## src/rtl/core/assert_macros.svh

```systemverilog
// ----------------------------------------------------------------------------
// Assertion macros
// Shared concurrent assertion forms for the core RTL.
// ----------------------------------------------------------------------------
`ifndef ASSERT_MACROS_SVH
`define ASSERT_MACROS_SVH

// check a property on every clock edge outside reset
`define ASSERT_PROP(lbl, clk_e, rst_n_e, prop) \
    lbl: assert property (@(posedge clk_e) disable iff (!rst_n_e) prop) \
        else $error("assertion failed");

// check that an antecedent is followed by a consequent in the next cycle
`define ASSERT_NEXT(lbl, clk_e, rst_n_e, ante, cons) \
    lbl: assert property (@(posedge clk_e) disable iff (!rst_n_e) (ante) |=> (cons)) \
        else $error("assertion failed");

`endif

```

## src/rtl/core/i2cmbe_pkg.sv

```systemverilog
// ----------------------------------------------------------------------------
// I2C master byte engine package
// Beat types, bus step codes, command codes and configuration indexes.
// ----------------------------------------------------------------------------
package i2cmbe_pkg;

    localparam int TICK_COUNT_WIDTH = 16;
    localparam int QPT_W            = 16;
    localparam int AWL_W            = 8;
    localparam int CFG_DATA_W       = 16;
    localparam int CMP_W = ((TICK_COUNT_WIDTH > QPT_W) ? TICK_COUNT_WIDTH : QPT_W) + 1;

    localparam logic       CFG_QPT = 1'b0;
    localparam logic       CFG_AWL = 1'b1;

    localparam logic [1:0] CMD_START = 2'd0;
    localparam logic [1:0] CMD_STOP  = 2'd1;
    localparam logic [1:0] CMD_WRITE = 2'd2;
    localparam logic [1:0] CMD_READ  = 2'd3;

    localparam logic [3:0] PH_IDLE      = 4'd0;
    localparam logic [3:0] PH_ST_A      = 4'd1;
    localparam logic [3:0] PH_ST_B      = 4'd2;
    localparam logic [3:0] PH_ST_C      = 4'd3;
    localparam logic [3:0] PH_ST_D      = 4'd4;
    localparam logic [3:0] PH_SP_A      = 4'd5;
    localparam logic [3:0] PH_SP_B      = 4'd6;
    localparam logic [3:0] PH_SP_C      = 4'd7;
    localparam logic [3:0] PH_BIT_LOW   = 4'd8;
    localparam logic [3:0] PH_BIT_SET   = 4'd9;
    localparam logic [3:0] PH_BIT_HIGH  = 4'd10;
    localparam logic [3:0] PH_BIT_HOLD  = 4'd11;
    localparam logic [3:0] PH_TAIL_LOW  = 4'd12;
    localparam logic [3:0] PH_TAIL_SDA  = 4'd13;
    localparam logic [3:0] PH_TAIL_HIGH = 4'd14;
    localparam logic [3:0] PH_POLL      = 4'd15;

    localparam logic [3:0] BITS_PER_BYTE = 4'd8;

    typedef struct packed {
        logic       cmd_valid;
        logic [1:0] func;
        logic [7:0] wdata;
        logic       send_ack;
        logic       sda_in;
    } in_item_t;

    typedef struct packed {
        logic       scl_out;
        logic       sda_out;
        logic       busy_res;
        logic       done_res;
        logic [7:0] rdata;
        logic       ack_seen;
        logic       ack_timeout;
    } out_item_t;

endpackage

```

## src/rtl/core/i2c_master_byte_engine_core.sv

```systemverilog
// ----------------------------------------------------------------------------
// I2C master byte engine core
// Each accepted tick beat gives its registered result beat in the next cycle.
// Throughput: one tick beat per cycle unless out_ready stalls; the bus
// sequencer state advances once per beat, and the result register frees
// as soon as its beat is taken. Reset: asynchronous, active low; bus idle,
// SCL and SDA released; quarter period back to 5, ACK wait limit to 254.
// ----------------------------------------------------------------------------
`include "assert_macros.svh"

module i2c_master_byte_engine_core (
    input  logic                                 clk,
    input  logic                                 rst_n,
    input  logic                                 in_valid,
    output logic                                 in_ready,
    input  i2cmbe_pkg::in_item_t                 in_data,
    output logic                                 out_valid,
    input  logic                                 out_ready,
    output i2cmbe_pkg::out_item_t                out_data,
    input  logic                                 cfg_wr_en,
    input  logic                                 cfg_index,
    input  logic [i2cmbe_pkg::CFG_DATA_W-1:0]    cfg_wdata
);

    logic [i2cmbe_pkg::QPT_W-1:0]            qpt_reg;
    logic [i2cmbe_pkg::AWL_W-1:0]            awl_reg;

    logic [3:0]                              phase_reg,   phase_next;
    logic [3:0]                              bit_idx_reg, bit_idx_next;
    logic [7:0]                              shift_reg,   shift_next;
    logic [i2cmbe_pkg::TICK_COUNT_WIDTH-1:0] tick_cnt_reg, tick_cnt_next;
    logic [i2cmbe_pkg::AWL_W-1:0]            ack_cnt_reg, ack_cnt_next;
    logic                                    scl_reg,     scl_next;
    logic                                    sda_reg,     sda_next;
    logic [1:0]                              cmd_reg,     cmd_next;
    logic                                    ack_sel_reg, ack_sel_next;
    logic [7:0]                              rdata_reg,   rdata_next;
    logic                                    ack_seen_reg, ack_seen_next;
    logic                                    ack_to_reg,  ack_to_next;
    logic                                    done_next;

    logic                                    out_valid_reg;
    i2cmbe_pkg::out_item_t                   out_data_reg;

    logic                                    in_fire;
    logic [i2cmbe_pkg::QPT_W-1:0]            q_eff;
    logic [i2cmbe_pkg::CMP_W-1:0]            tick_inc_ext;
    logic                                    tick_more;

    assign in_ready  = !out_valid_reg || out_ready;
    assign in_fire   = in_valid && in_ready;
    assign out_valid = out_valid_reg;
    assign out_data  = out_data_reg;

    assign q_eff        = (qpt_reg == '0) ? i2cmbe_pkg::QPT_W'(1) : qpt_reg;
    assign tick_inc_ext = i2cmbe_pkg::CMP_W'(tick_cnt_reg) + i2cmbe_pkg::CMP_W'(1);
    assign tick_more    = (tick_inc_ext < i2cmbe_pkg::CMP_W'(q_eff)) && (tick_cnt_reg != '1);

    always_comb
    begin
        logic       enter_step;
        logic [3:0] step;
        logic       wr;
        logic [3:0] bi_inc;

        phase_next    = phase_reg;
        bit_idx_next  = bit_idx_reg;
        shift_next    = shift_reg;
        tick_cnt_next = tick_cnt_reg;
        ack_cnt_next  = ack_cnt_reg;
        scl_next      = scl_reg;
        sda_next      = sda_reg;
        cmd_next      = cmd_reg;
        ack_sel_next  = ack_sel_reg;
        rdata_next    = rdata_reg;
        ack_seen_next = ack_seen_reg;
        ack_to_next   = ack_to_reg;
        done_next     = 1'b0;
        enter_step    = 1'b0;
        step          = i2cmbe_pkg::PH_IDLE;
        wr            = (cmd_reg == i2cmbe_pkg::CMD_WRITE);
        bi_inc        = bit_idx_reg + 4'd1;

        if (phase_reg == i2cmbe_pkg::PH_IDLE)
        begin
            if (in_data.cmd_valid)
            begin
                cmd_next     = in_data.func;
                ack_sel_next = in_data.send_ack;
                bit_idx_next = '0;
                enter_step   = 1'b1;
                wr           = (in_data.func == i2cmbe_pkg::CMD_WRITE);
                case (in_data.func)
                    i2cmbe_pkg::CMD_START: step = i2cmbe_pkg::PH_ST_A;
                    i2cmbe_pkg::CMD_STOP:  step = i2cmbe_pkg::PH_SP_A;
                    i2cmbe_pkg::CMD_WRITE:
                    begin
                        shift_next    = in_data.wdata;
                        ack_seen_next = 1'b0;
                        ack_to_next   = 1'b0;
                        step          = i2cmbe_pkg::PH_BIT_LOW;
                    end
                    default:
                    begin
                        shift_next = '0;
                        step       = i2cmbe_pkg::PH_ST_A;
                    end
                endcase
            end
        end
        else if (phase_reg == i2cmbe_pkg::PH_POLL)
        begin
            if (!in_data.sda_in)
            begin
                ack_seen_next = 1'b1;
                ack_to_next   = 1'b0;
                scl_next      = 1'b0;
                phase_next    = i2cmbe_pkg::PH_IDLE;
                tick_cnt_next = '0;
                done_next     = 1'b1;
            end
            else if (ack_cnt_reg >= awl_reg)
            begin
                ack_seen_next = 1'b0;
                ack_to_next   = 1'b1;
                scl_next      = 1'b0;
                phase_next    = i2cmbe_pkg::PH_IDLE;
                tick_cnt_next = '0;
                done_next     = 1'b1;
            end
            else
            begin
                ack_cnt_next = ack_cnt_reg + i2cmbe_pkg::AWL_W'(1);
            end
        end
        else if (tick_more)
        begin
            tick_cnt_next = tick_cnt_reg + i2cmbe_pkg::TICK_COUNT_WIDTH'(1);
        end
        else
        begin
            enter_step = 1'b1;
            case (phase_reg)
                i2cmbe_pkg::PH_ST_A:
                    step = (cmd_reg == i2cmbe_pkg::CMD_READ) ? i2cmbe_pkg::PH_BIT_LOW
                                                              : i2cmbe_pkg::PH_ST_B;
                i2cmbe_pkg::PH_ST_B:     step = i2cmbe_pkg::PH_ST_C;
                i2cmbe_pkg::PH_ST_C:     step = i2cmbe_pkg::PH_ST_D;
                i2cmbe_pkg::PH_SP_A:     step = i2cmbe_pkg::PH_SP_B;
                i2cmbe_pkg::PH_SP_B:     step = i2cmbe_pkg::PH_SP_C;
                i2cmbe_pkg::PH_BIT_LOW:
                    step = wr ? i2cmbe_pkg::PH_BIT_SET : i2cmbe_pkg::PH_BIT_HIGH;
                i2cmbe_pkg::PH_BIT_SET:  step = i2cmbe_pkg::PH_BIT_HIGH;
                i2cmbe_pkg::PH_BIT_HIGH:
                begin
                    if (wr)
                    begin
                        shift_next   = {shift_reg[6:0], 1'b0};
                        bit_idx_next = bi_inc;
                        step = (bi_inc >= i2cmbe_pkg::BITS_PER_BYTE) ? i2cmbe_pkg::PH_TAIL_LOW
                                                                     : i2cmbe_pkg::PH_BIT_LOW;
                    end
                    else
                    begin
                        shift_next = {shift_reg[6:0], in_data.sda_in};
                        step       = i2cmbe_pkg::PH_BIT_HOLD;
                    end
                end
                i2cmbe_pkg::PH_BIT_HOLD:
                begin
                    bit_idx_next = bi_inc;
                    step = (bi_inc >= i2cmbe_pkg::BITS_PER_BYTE) ? i2cmbe_pkg::PH_TAIL_LOW
                                                                 : i2cmbe_pkg::PH_BIT_LOW;
                end
                i2cmbe_pkg::PH_TAIL_LOW: step = i2cmbe_pkg::PH_TAIL_SDA;
                i2cmbe_pkg::PH_TAIL_SDA: step = i2cmbe_pkg::PH_TAIL_HIGH;
                i2cmbe_pkg::PH_TAIL_HIGH:
                begin
                    if (wr)
                    begin
                        ack_cnt_next = '0;
                        step         = i2cmbe_pkg::PH_POLL;
                    end
                    else
                    begin
                        rdata_next    = shift_reg;
                        scl_next      = 1'b0;
                        enter_step    = 1'b0;
                        phase_next    = i2cmbe_pkg::PH_IDLE;
                        tick_cnt_next = '0;
                        done_next     = 1'b1;
                    end
                end
                default:
                begin
                    enter_step    = 1'b0;
                    phase_next    = i2cmbe_pkg::PH_IDLE;
                    tick_cnt_next = '0;
                    done_next     = 1'b1;
                end
            endcase
        end

        if (enter_step)
        begin
            phase_next    = step;
            tick_cnt_next = '0;
            case (step)
                i2cmbe_pkg::PH_ST_A:      sda_next = 1'b1;
                i2cmbe_pkg::PH_ST_B:      scl_next = 1'b1;
                i2cmbe_pkg::PH_ST_C:      sda_next = 1'b0;
                i2cmbe_pkg::PH_ST_D:      scl_next = 1'b0;
                i2cmbe_pkg::PH_SP_A:
                begin
                    scl_next = 1'b0;
                    sda_next = 1'b0;
                end
                i2cmbe_pkg::PH_SP_B:      scl_next = 1'b1;
                i2cmbe_pkg::PH_SP_C:      sda_next = 1'b1;
                i2cmbe_pkg::PH_BIT_LOW:   scl_next = 1'b0;
                i2cmbe_pkg::PH_BIT_SET:   sda_next = shift_next[7];
                i2cmbe_pkg::PH_BIT_HIGH:  scl_next = 1'b1;
                i2cmbe_pkg::PH_TAIL_LOW:  scl_next = 1'b0;
                i2cmbe_pkg::PH_TAIL_SDA:
                    sda_next = (cmd_next == i2cmbe_pkg::CMD_WRITE) ? 1'b1 : !ack_sel_next;
                i2cmbe_pkg::PH_TAIL_HIGH: scl_next = 1'b1;
                default: ;
            endcase
        end
    end

    always_ff @(posedge clk or negedge rst_n)
    begin
        if (!rst_n)
        begin
            qpt_reg <= i2cmbe_pkg::QPT_W'(5);
            awl_reg <= i2cmbe_pkg::AWL_W'(254);
        end
        else if (cfg_wr_en)
        begin
            case (cfg_index)
                i2cmbe_pkg::CFG_QPT: qpt_reg <= cfg_wdata[i2cmbe_pkg::QPT_W-1:0];
                i2cmbe_pkg::CFG_AWL: awl_reg <= cfg_wdata[i2cmbe_pkg::AWL_W-1:0];
                default: ;
            endcase
        end
    end

    always_ff @(posedge clk or negedge rst_n)
    begin
        if (!rst_n)
        begin
            phase_reg     <= i2cmbe_pkg::PH_IDLE;
            bit_idx_reg   <= '0;
            shift_reg     <= '0;
            tick_cnt_reg  <= '0;
            ack_cnt_reg   <= '0;
            scl_reg       <= 1'b1;
            sda_reg       <= 1'b1;
            cmd_reg       <= i2cmbe_pkg::CMD_START;
            ack_sel_reg   <= 1'b0;
            rdata_reg     <= '0;
            ack_seen_reg  <= 1'b0;
            ack_to_reg    <= 1'b0;
            out_valid_reg <= 1'b0;
        end
        else
        begin
            if (in_fire)
            begin
                phase_reg    <= phase_next;
                bit_idx_reg  <= bit_idx_next;
                shift_reg    <= shift_next;
                tick_cnt_reg <= tick_cnt_next;
                ack_cnt_reg  <= ack_cnt_next;
                scl_reg      <= scl_next;
                sda_reg      <= sda_next;
                cmd_reg      <= cmd_next;
                ack_sel_reg  <= ack_sel_next;
                rdata_reg    <= rdata_next;
                ack_seen_reg <= ack_seen_next;
                ack_to_reg   <= ack_to_next;
            end
            if (in_fire)
                out_valid_reg <= 1'b1;
            else if (out_ready)
                out_valid_reg <= 1'b0;
        end
    end

    always_ff @(posedge clk)
    begin
        if (in_fire)
        begin
            out_data_reg.scl_out     <= scl_next;
            out_data_reg.sda_out     <= sda_next;
            out_data_reg.busy_res    <= (phase_next != i2cmbe_pkg::PH_IDLE);
            out_data_reg.done_res    <= done_next;
            out_data_reg.rdata       <= rdata_next;
            out_data_reg.ack_seen    <= ack_seen_next;
            out_data_reg.ack_timeout <= ack_to_next;
        end
    end

    `ASSERT_PROP(a_idle_cnt_clear, clk, rst_n, (phase_reg == i2cmbe_pkg::PH_IDLE) |-> (tick_cnt_reg == '0))
    `ASSERT_PROP(a_bit_idx_range, clk, rst_n, bit_idx_reg <= i2cmbe_pkg::BITS_PER_BYTE)
    `ASSERT_NEXT(a_fire_gives_beat, clk, rst_n, in_fire, out_valid_reg)
    `ASSERT_PROP(a_done_not_busy, clk, rst_n, (out_valid_reg && out_data_reg.done_res) |-> !out_data_reg.busy_res)
    `ASSERT_PROP(a_ack_flags_excl, clk, rst_n, !(ack_seen_reg && ack_to_reg))

endmodule
```

## config.mk

```make
export PLATFORM = sky130hd
export DESIGN_NAME = i2c_master_byte_engine_core
export DESIGN_NICKNAME = d
export VERILOG_FILES = /design/src/rtl/core/i2cmbe_pkg.sv /design/src/rtl/core/i2c_master_byte_engine_core.sv
export VERILOG_INCLUDE_DIRS = /design/src /design/src/rtl/core
export SDC_FILE = /design/constraint.sdc
export NUM_CORES = 1
export LEC_CHECK = 0
export BUFFER_PORTS_ARGS = -buffer_cell sky130_fd_sc_hd__buf_2
export CORE_UTILIZATION = 60
export CTS_CLUSTER_SIZE = 40
export DETAILED_ROUTE_END_ITERATION = 12
export GPL_TIMING_DRIVEN = 0
export PLACE_DENSITY = 0.87
export SYNTH_ARGS = -nofsm -noshare
export SYNTH_HDL_FRONTEND = slang
export SYNTH_SLANG_ARGS = --single-unit
```

## constraint.sdc

```tcl
create_clock -name clk -period 11.52 [get_ports clk]
set_input_delay 2.304 -clock clk [delete_from_list [all_inputs] [get_ports clk]]
set_output_delay 2.304 -clock clk [all_outputs]
set_load 0.005 [all_outputs]
```

# Yosys cells after proc, flatten, opt, wreduce, memory -nomap -nowiden
# Index checks and enable logic that the tools add are counted.
[totals] register_bits=94 out_inout_bits=16
[classes] reduce_logical=26 add_sub_neg=4 n_bitwise=2 n_lt_le_gt_ge=3 eq_ne=44 muxes=94
[ops] cell="2-to-1 mux 16 bit" count=8
[ops] cell="2-to-1 mux 8 bit" count=16
[ops] cell="2-to-1 mux 4 bit" count=18
[ops] cell="== test 4 bit (second input constant)" count=14
[ops] cell="one-hot mux 4 bit (12 select lines)" count=1
[ops] cell="2-to-1 mux 1 bit" count=37
[ops] cell="one-hot mux 16 bit (2 select lines)" count=1
[ops] cell="== test 4 x 3 -> 1 bit (second input constant)" count=6
[ops] cell="one-hot mux 4 bit (2 select lines)" count=3
[ops] cell="adder 16 x 1 -> 17 bit (second input constant)" count=1
[ops] cell="less-than comparator 17 x 16 -> 1 bit" count=1
[ops] cell="adder 16 x 1 -> 16 bit (second input constant)" count=1
[ops] cell="== test 4 x 2 -> 1 bit (second input constant)" count=4
[ops] cell="logical NOT 16 bit" count=1
[ops] cell="inequality test 16 bit (second input constant)" count=1
[ops] cell="one-hot mux 8 bit (2 select lines)" count=1
[ops] cell="AND reduction 6 bit" count=2
[ops] cell="OR reduction 11 bit" count=1
[ops] cell="inequality test 2 bit (second input constant)" count=5
[ops] cell="adder 8 x 1 -> 8 bit (second input constant)" count=1
[ops] cell="== test 2 bit (second input constant)" count=4
[ops] cell="== test 4 x 1 -> 1 bit (second input constant)" count=2
[ops] cell=">= comparator 8 bit" count=1
[ops] cell="nonzero test 2 bit" count=4
[ops] cell="other kinds (25)" count=39

# Depth between registers and ports, before layout
# Gate-level depths: netlist of the first run.
[depth] depth_word=12 mapped_depth=20 depth_no_buf=16

# Least setup slack after synthesis of the first run
# No wires, ideal clock.
[synth_timing] kind="input -> output" startpoint="input out_ready" endpoint="output in_ready" slack_ps=6755 n_path_buf=0 t_arrival_ps=2461 stages=1 path_cell_list="nand2b_1"
[synth_via] elab_chain_cells=1
[synth_rtl] item="from (decl)" line_no="i2c_master_byte_engine_core.sv:18" text="input logic out_ready,"
[synth_rtl] item="logical OR 1 bit" line_no="i2c_master_byte_engine_core.sv:50" text="assign in_ready = !out_valid_reg || out_ready;"
[synth_rtl] item="to (decl)" line_no="i2c_master_byte_engine_core.sv:15" text="output logic in_ready,"
# No other way between the ends.

# Final worst setup path of the first run
[layout_timing] startpoint="register tick_cnt_reg[2] (netlist name)" endpoint="register out_data_reg, in the netlist out_data[12], data pin"
[layout_via] elab_chain_cells=10 word_cells_on_any_way=23 cone_classes="add/sub: 1; order compare: 1; eq/ne: 7; mux: 11; reduce/logical: 3"
[layout_rtl] item="from (decl)" line_no="i2c_master_byte_engine_core.sv:31" text="logic [i2cmbe_pkg::TICK_COUNT_WIDTH-1:0] tick_cnt_reg, tick_cnt_next;"
[layout_rtl] item="from (signal assigned)" line_no="i2c_master_byte_engine_core.sv:274" text="tick_cnt_reg <= tick_cnt_next;"
[layout_rtl] item="adder 16 x 1 -> 17 bit" line_no="i2c_master_byte_engine_core.sv:56" text="assign tick_inc_ext = i2cmbe_pkg::CMP_W'(tick_cnt_reg) + i2cmbe_pkg::CMP_W'(1);"
[layout_rtl] item="less-than comparator 17 x 16 -> 1 bit" line_no="i2c_master_byte_engine_core.sv:57" text="assign tick_more = (tick_inc_ext < i2cmbe_pkg::CMP_W'(q_eff)) && (tick_cnt_reg != '1);"
[layout_rtl] item="logical AND 1 bit *" line_no="i2c_master_byte_engine_core.sv:57"
[layout_rtl] item="2-to-1 mux 4 bit" line_no="i2c_master_byte_engine_core.sv:136" text="else if (tick_more)"
[layout_rtl] item="2-to-1 mux 4 bit" line_no="i2c_master_byte_engine_core.sv:111" text="else if (phase_reg == i2cmbe_pkg::PH_POLL)"
[layout_rtl] item="2-to-1 mux 4 bit" line_no="i2c_master_byte_engine_core.sv:84" text="if (phase_reg == i2cmbe_pkg::PH_IDLE)"
[layout_rtl] item="== test 4 x 3 -> 1 bit (tied with other cells)" line_no="i2c_master_byte_engine_core.sv:208" text="case (step)"
[layout_rtl] item="OR reduction 2 bit (no line)"
[layout_rtl] item="one-hot mux 1 bit (4 select lines)" line_no="i2c_master_byte_engine_core.sv:208"
[layout_rtl] item="2-to-1 mux 1 bit *" line_no="i2c_master_byte_engine_core.sv:204" text="if (enter_step)"
[layout_rtl] item="net sda_next" line_no="i2c_master_byte_engine_core.sv:34" text="logic sda_reg, sda_next;"
[layout_rtl] item="to (decl)" line_no="i2c_master_byte_engine_core.sv:43" text="i2cmbe_pkg::out_item_t out_data_reg;"
# Mark *: on every way through the listed nets, which the timed path passes. The rest lies on a longest branch. The select of a mux whose other input is x is not followed.
# A chain may end at the register's enable or synchronous reset.

==> results.sh, run 1 <==
export IMPL_outcome="finished, violations left"
export IMPL_violations="DRC"
export IMPL_syn_inst=554
export IMPL_p_switching_w=0.000293
export IMPL_drtIter0Drc=323
export IMPL_cp_required_ps=11590
export IMPL_max_stage_delay_ps=770
export IMPL_worst_path_buf_inv=0
export IMPL_setup_viol=0
export IMPL_holdPathEnd="bit_idx_reg[3]$_DFFE_PN0P_"
export IMPL_finalClockSkew_ps=10.7
export IMPL_cp_end_kind="flop"
export IMPL_grt_pass1_vias=4519
export IMPL_numCtsBuffers=9
export IMPL_cts_resized=0
export IMPL_grt_overflow=0
export IMPL_syn_area_um2=5370
export IMPL_layout_nets=677
export IMPL_crit_slowest_cell="a21boi_1"
export IMPL_ant_nets=0
export IMPL_synth_nets=615
export IMPL_grt_pass1_wl_um=21300
export IMPL_synth_top_area_frac=0.321
export IMPL_fmax_mhz=199
export IMPL_holdWs_ps=512
export IMPL_routedWlPerCell_um=17.2
export IMPL_cts_num_sinks=94
export IMPL_hold_class="reg2reg"
export IMPL_syn_to_final_growth_pct=11.4
export IMPL_vias_per_cell=6.22
export IMPL_combPwrFrac=0.275
export IMPL_ir_drop_v=0.0000814
export IMPL_yosysWarnings=0
export IMPL_leakagePower_nw=2.73
export IMPL_seq_area_frac_synth=0.454
export IMPL_final_cells=729
export IMPL_cellPowerDensity_nw_per_um2=143
export IMPL_post_place_cells=713
export IMPL_io_pins=51
export IMPL_worstSetupPathType="reg2reg"
export IMPL_hold_path_depth=1
export IMPL_grt_max_degree=70
export IMPL_final_min_clock_period_ps=5020
export IMPL_synth_area_leader_cell="dfrtp_1"
export IMPL_hold_viol=0
export IMPL_fin_area_um2=5980
export IMPL_max_slew_margin_rel=0.366
export IMPL_cts_tree="yes"
export IMPL_antenna_found_initial=0
export IMPL_grtUsageTotal=0.279
export IMPL_maxCapViolations=0
export IMPL_crit_fanout=8
export IMPL_r2r_slack_ps=6500
export IMPL_power_frac_seq=0.466
export IMPL_antenna_diode_count=0
export IMPL_synth_seq_cells=94
export IMPL_fin_crit_sh=0.436
export IMPL_cts_clk_slew_worst_paths_ps=100
export IMPL_slew_viol_final=0
export IMPL_cp_common_cell="nand3_1"
export IMPL_synth_edff_count=14
export IMPL_drc_errors=2
export IMPL_r2r_start="tick_cnt_reg[2]$_DFFE_PN0P_"
export IMPL_first_pass_iters=10
export IMPL_internal_power_w=0.000565
export IMPL_fin_tns_setup_ps=0
export IMPL_synth_top_flop_cell="dfrtp_1"
export IMPL_synth_area_leaders="dfrtp_1 32%, edfxtp_1 7.8%, ha_1 6.1%"
export IMPL_postPlaceCellArea_um2=5790
export IMPL_ys_async_sr_fraction=0.851
export IMPL_rsz0062_at_grt="no"
export IMPL_r2r_end="out_data[12]$_DFFE_PP_"
export IMPL_cp_top_family="simple AND/OR/NAND/NOR gates"
export IMPL_clk_latency_ps=360
export IMPL_dieArea_um2=9330
export IMPL_core_area_um2=8680
export IMPL_die_w_um=96.6
export IMPL_port_buffers=50
export IMPL_place_congestion=0.939
export IMPL_worstSetupStartpointType="flop"
export IMPL_synthDistinctLibCells=60
export IMPL_reg2reg_depth=15
export IMPL_yosysMostFrequentCell="nand2_1"
export IMPL_post_cts_setup_buffer_count=0
export IMPL_syn_avg_cell_area_um2=9.70
export IMPL_arrival_ps=5100
export IMPL_holdBufCountCts=0
export IMPL_wirelength_um=12600
export IMPL_clk_path_buf_depth=2
export IMPL_initial_core_util=0.619
export IMPL_hold_path_startpoint="bit_idx_reg[3]$_DFFE_PN0P_"
export IMPL_finalCoreUtilization=0.690
export IMPL_p_clk_frac=0.260
export IMPL_root_buffer="clkbuf_8"
export IMPL_num_rows=34
export IMPL_fillers=650
export IMPL_cp_num_cells=15
export IMPL_vias=4533
export IMPL_switching_share=0.342
export IMPL_tightest_slew_ps=948
export IMPL_cp_cell_sequence="nand3_1 > nor2_1 > nand3_1 > nor2_1 > nand3_1 > or2_2 > xnor2_1 > ha_1 > and3_1 > and3_1 > o2111ai_1 > a21boi_1 > mux2_2 > o32ai_1 > a21oi_1"
export IMPL_die_h_um=96.6
export IMPL_dpl_hpwl_um=9320
export IMPL_drive_gt1_frac=0.193
export IMPL_synth_common_cells="73 x nand2_1, 69 x dfrtp_1, 52 x o21ai_0"
export IMPL_htree_levels=3
cell type report:
| type | count | area, µm² | area share |
|---|---|---|---|
| timing repair buffer | 51 | 280 | 0.0468 |
| clock inverter | 6 | 70.1 | 0.0117 |
| inverter | 30 | 113 | 0.0188 |
| buffer | 19 | 101 | 0.0169 |
| tap | 108 | 135 | 0.0226 |
| sequential | 94 | 2440 | 0.407 |
| clock buffer | 10 | 128 | 0.0213 |
| multi-input combinational | 411 | 2720 | 0.455 |
kinds of logic (layout without fill, tap and decap cells):
logic type | after synthesis | in the layout | synth area share
xor gates and xnor gates | 15 | 15 | 0.0245
buffers and inverters | 49 | 116 | 0.0398
muxes | 30 | 30 | 0.0685
adders and majority gates | 26 | 26 | 0.0606
AOI/OAI and AO/OA | 151 | 151 | 0.182
DFF | 94 | 94 | 0.454
and+or+nand+nor | 189 | 189 | 0.171
worst register-to-register path, delay by kind of cell (launching register included):
family	cells	cell delay (ps)
xor+xnor	1	140
compound gates	4	1550
flops	1	440
mux	1	430
fa+ha+maj	1	270
simple gates	8	1920
worst max path at each step:
| stage | endpoint | startpoint |
|---|---|---|
| after CTS | in_ready | out_ready |
| after detailed placement | shift_reg[4]$_DFFE_PN0P_ | out_ready |
| after floorplan | in_ready | out_ready |
| after global routing | out_data[12]$_DFFE_PP_ | tick_cnt_reg[2]$_DFFE_PN0P_ |
| final | out_data[12]$_DFFE_PP_ | tick_cnt_reg[2]$_DFFE_PN0P_ |
| after global placement | shift_reg[6]$_DFFE_PN0P_ | out_ready |
metrics by stage:
stage	total power, W	setup WS, ps
2_1_floorplan	0.000564	6760
3_3_place_gp	0.000620	6540
3_5_place_dp	0.000637	6440
4_1_cts	0.000857	6530
5_1_grt	0.000908	6200
6_report	0.000859	6500
power groups by stage:
| stage | registers, W | clock network, W | logic (W) |
|---|---|---|---|
| floorplan | 0.000399 | 0 | 0.000165 |
| global placement | 0.000404 | 0 | 0.000216 |
| global route | 0.000405 | 0.000241 | 0.000262 |
| detailed placement | 0.000405 | 0 | 0.000231 |
| finish | 0.000400 | 0.000223 | 0.000236 |
| CTS | 0.000399 | 0.000225 | 0.000233 |
layer usage:
metal	vias up	share of wire	global-route usage
met5	-	0	0
met4	0	0.019	0.0838
met3	23	0.056	0.0513
met2	174	0.49	0.453
met1	2193	0.43	0.382
li1	2143	-	-
placed cells by master (no fill, tap or decap), types with 15 or more instances in the layout:
cell | synthesis | final
a21oi_1 | 25 | 25
buf_2 | 0 | 49
clkbuf_1 | 14 | 15
dfrtp_1 | 69 | 69
ha_1 | 26 | 26
inv_1 | 28 | 28
mux2_2 | 22 | 22
nand2_1 | 73 | 73
nand3_1 | 23 | 23
nor2_1 | 28 | 28
o21ai_0 | 52 | 52
Note: power is estimated with default switching activity, not from simulation.
==> run 2, diff against run 1 <==
==> constraint.sdc (replaced) <==
create_clock -name clk -period 5 [get_ports clk]
set_input_delay 1 -clock clk [delete_from_list [all_inputs] [get_ports clk]]
set_output_delay 1 -clock clk [all_outputs]
set_load 0.005 [all_outputs]
==> run 2 against run 1 <==
  * The flow still finishes with violations (DRC)
  * Sequential power is 130% higher
  * Combinational power is 130% higher
  * Routed wire length is 0.91% higher
  * Via count is 0.20% lower
  * Die area stayed put
  * Clock power is 130% higher
  * Register-to-register slack worse by 6200 ps
  * Sequential share of layout area is 0.20 points lower
  * Critical path type unchanged
  * Critical endpoint is now rdata_reg[0]$_DFFE_PN0P_
  * Largest power group unchanged
==> results.sh, run 2 (synthesis results as in run 1) <==
export IMPL_outcome="finished, violations left"
export IMPL_violations="DRC"
export IMPL_finalClockSkew_ps=12.7
export IMPL_ir_drop_v=0.000187
export IMPL_final_common_cell="nand2_1"
export IMPL_holdWs_ps=464
export IMPL_cp_required_ps=5250
export IMPL_cellPowerDensity_nw_per_um2=330
export IMPL_mostFrequentLayoutCells="73 x nand2_1, 69 x dfrtp_1, 52 x o21ai_0"
export IMPL_grt_max_degree=70
export IMPL_dpl_hpwl_um=9320
export IMPL_place_congestion=0.939
export IMPL_dieArea_um2=9330
export IMPL_drive_gt1_frac=0.206
export IMPL_hold_viol=0
export IMPL_antenna_diode_count=0
export IMPL_post_cts_setup_buffer_count=0
export IMPL_cts_num_sinks=94
export IMPL_worstSetupPathType="reg2reg"
export IMPL_clk_latency_ps=360
export IMPL_cp_cell_sequence="ha_1 > nand2_1 > or2_1 > buf_6 > nor3_4 > and3_1 > nand3_1 > xnor2_1 > ha_1 > and3_1 > and3_1 > o2111ai_2 > and2_1 > buf_6 > or4_4 > buf_6 > nand2b_4 > buf_6 > mux2_4"
export IMPL_hold_class="in2async"
export IMPL_drc_errors=2
export IMPL_slew_viol_final=0
export IMPL_max_stage_delay_ps=500
export IMPL_antenna_found_initial=0
export IMPL_fin_tns_setup_ps=0
export IMPL_setup_viol=0
export IMPL_grt_pass1_vias=4519
export IMPL_tightest_slew_ps=860
export IMPL_max_slew_margin_rel=0.423
export IMPL_crit_fanout=10
export IMPL_cp_end_kind="flop"
export IMPL_initial_core_util=0.619
export IMPL_vias=4524
export IMPL_num_rows=34
export IMPL_leakagePower_nw=2.74
export IMPL_wirelength_um=12700
export IMPL_fin_area_um2=6010
export IMPL_cts_clk_slew_worst_paths_ps=100
export IMPL_routedWlPerCell_um=17.4
export IMPL_arrival_ps=5000
export IMPL_maxCapViolations=0
export IMPL_grtUsageTotal=0.279
export IMPL_crit_slowest_cell="or4_4"
export IMPL_worstSetupStartpointType="flop"
export IMPL_core_area_um2=8680
export IMPL_drtIter0Drc=296
export IMPL_vias_per_cell=6.21
export IMPL_port_buffers=50
export IMPL_finalPower_w=0.00199
export IMPL_ant_nets=0
export IMPL_fmax_mhz=210
export IMPL_r2r_slack_ps=250
export IMPL_root_buffer="clkbuf_8"
export IMPL_numCtsBuffers=9
export IMPL_postPlaceCellArea_um2=5790
export IMPL_grt_pass1_wl_um=21300
export IMPL_syn_to_final_growth_pct=12.0
export IMPL_fin_crit_sh=0.950
export IMPL_htree_levels=3
export IMPL_final_min_clock_period_ps=4750
export IMPL_layout_nets=677
export IMPL_clk_path_buf_depth=2
export IMPL_fillers=643
export IMPL_cp_common_cell="buf_6"
export IMPL_io_pins=51
export IMPL_die_w_um=96.6
export IMPL_grt_overflow=0
export IMPL_cts_tree="yes"
export IMPL_die_h_um=96.6
export IMPL_first_pass_iters=9
## run 2: changes by cell type in the layout (fill, tap and decap cells not counted), moves of 2 or more
| cell | delta |
|---|---|
| clkbuf_1 | -2 |
| clkbuf_2 | +2 |
| nor2_1 | -2 |
| nor2_2 | +2 |
## run 2: critical path: cells and delay by family, from the launching register on
kind | cells | cell delay [ps]
multiplexers | 1 | 300
adder cells (fa/ha/maj) | 2 | 590
AO/OA/AOI/OAI | 1 | 250
buffers and inverters | 4 | 610
XOR/XNOR | 1 | 160
flip-flops | 1 | 440
AND/OR/NAND/NOR | 10 | 2280
## run 2: layout make-up
type                            instances  area [µm²]  area share
Inverter                               30         113      0.0187
Multi-Input combinational cell        411        2750       0.457
Buffer                                 19         104      0.0173
Sequential cell                        94        2440       0.405
Tap cell                              108         135      0.0225
Timing Repair Buffer                   51         280      0.0466
Clock inverter                          6        70.1      0.0116
Clock buffer                           10         128      0.0212
## run 2: routing by layer
layer	vias up	routed length [µm]	GRT usage
met5	-	0	0
met4	0	226	0.0838
met3	23	713	0.0513
met2	180	6290	0.453
met1	2179	5450	0.382
li1	2142	-	-
## run 2: stage by stage
| step | utilization | worst slack, ps | std cells |
|---|---|---|---|
| CTS | 0.690 | 65.9 | 729 |
| finish | 0.693 | 248 | 729 |
| global route | 0.693 | -11.9 | 729 |
| detailed placement | 0.667 | 117 | 713 |
| floorplan | - | 749 | 554 |
| global placement | 0.663 | 241 | 712 |
## run 2: timing repair
item / 4_1_cts / 5_1_grt
hold buffers: 0 / 0
gates resized for setup: 0 / 10
endpoints found under the setup margin: 0 / 37
## run 2: where the power goes
part | switching (W) | internal [W]
Combinational | 0.000341 | 0.000209
Clock | 0.000279 | 0.000234
Sequential | 0.0000615 | 0.000861
Total | 0.000682 | 0.00130
## run 2: path summary, 6_finish.rpt
check | start | to | cells after the start
setup / recovery | tick_cnt_reg[0]$_DFFE_PN0P_ | rdata_reg[0]$_DFFE_PN0P_ | 19
hold / removal | rst_n | ack_cnt_reg[4]$_DFFE_PN0P_ | 1
setup reg to reg | tick_cnt_reg[0]$_DFFE_PN0P_ | rdata_reg[0]$_DFFE_PN0P_ | 19
hold reg to reg | bit_idx_reg[3]$_DFFE_PN0P_ | bit_idx_reg[3]$_DFFE_PN0P_ | 1
max in group asynchronous | rst_n | sda_reg$_DFFE_PN1P_ | 2
min in group clk | bit_idx_reg[3]$_DFFE_PN0P_ | bit_idx_reg[3]$_DFFE_PN0P_ | 1
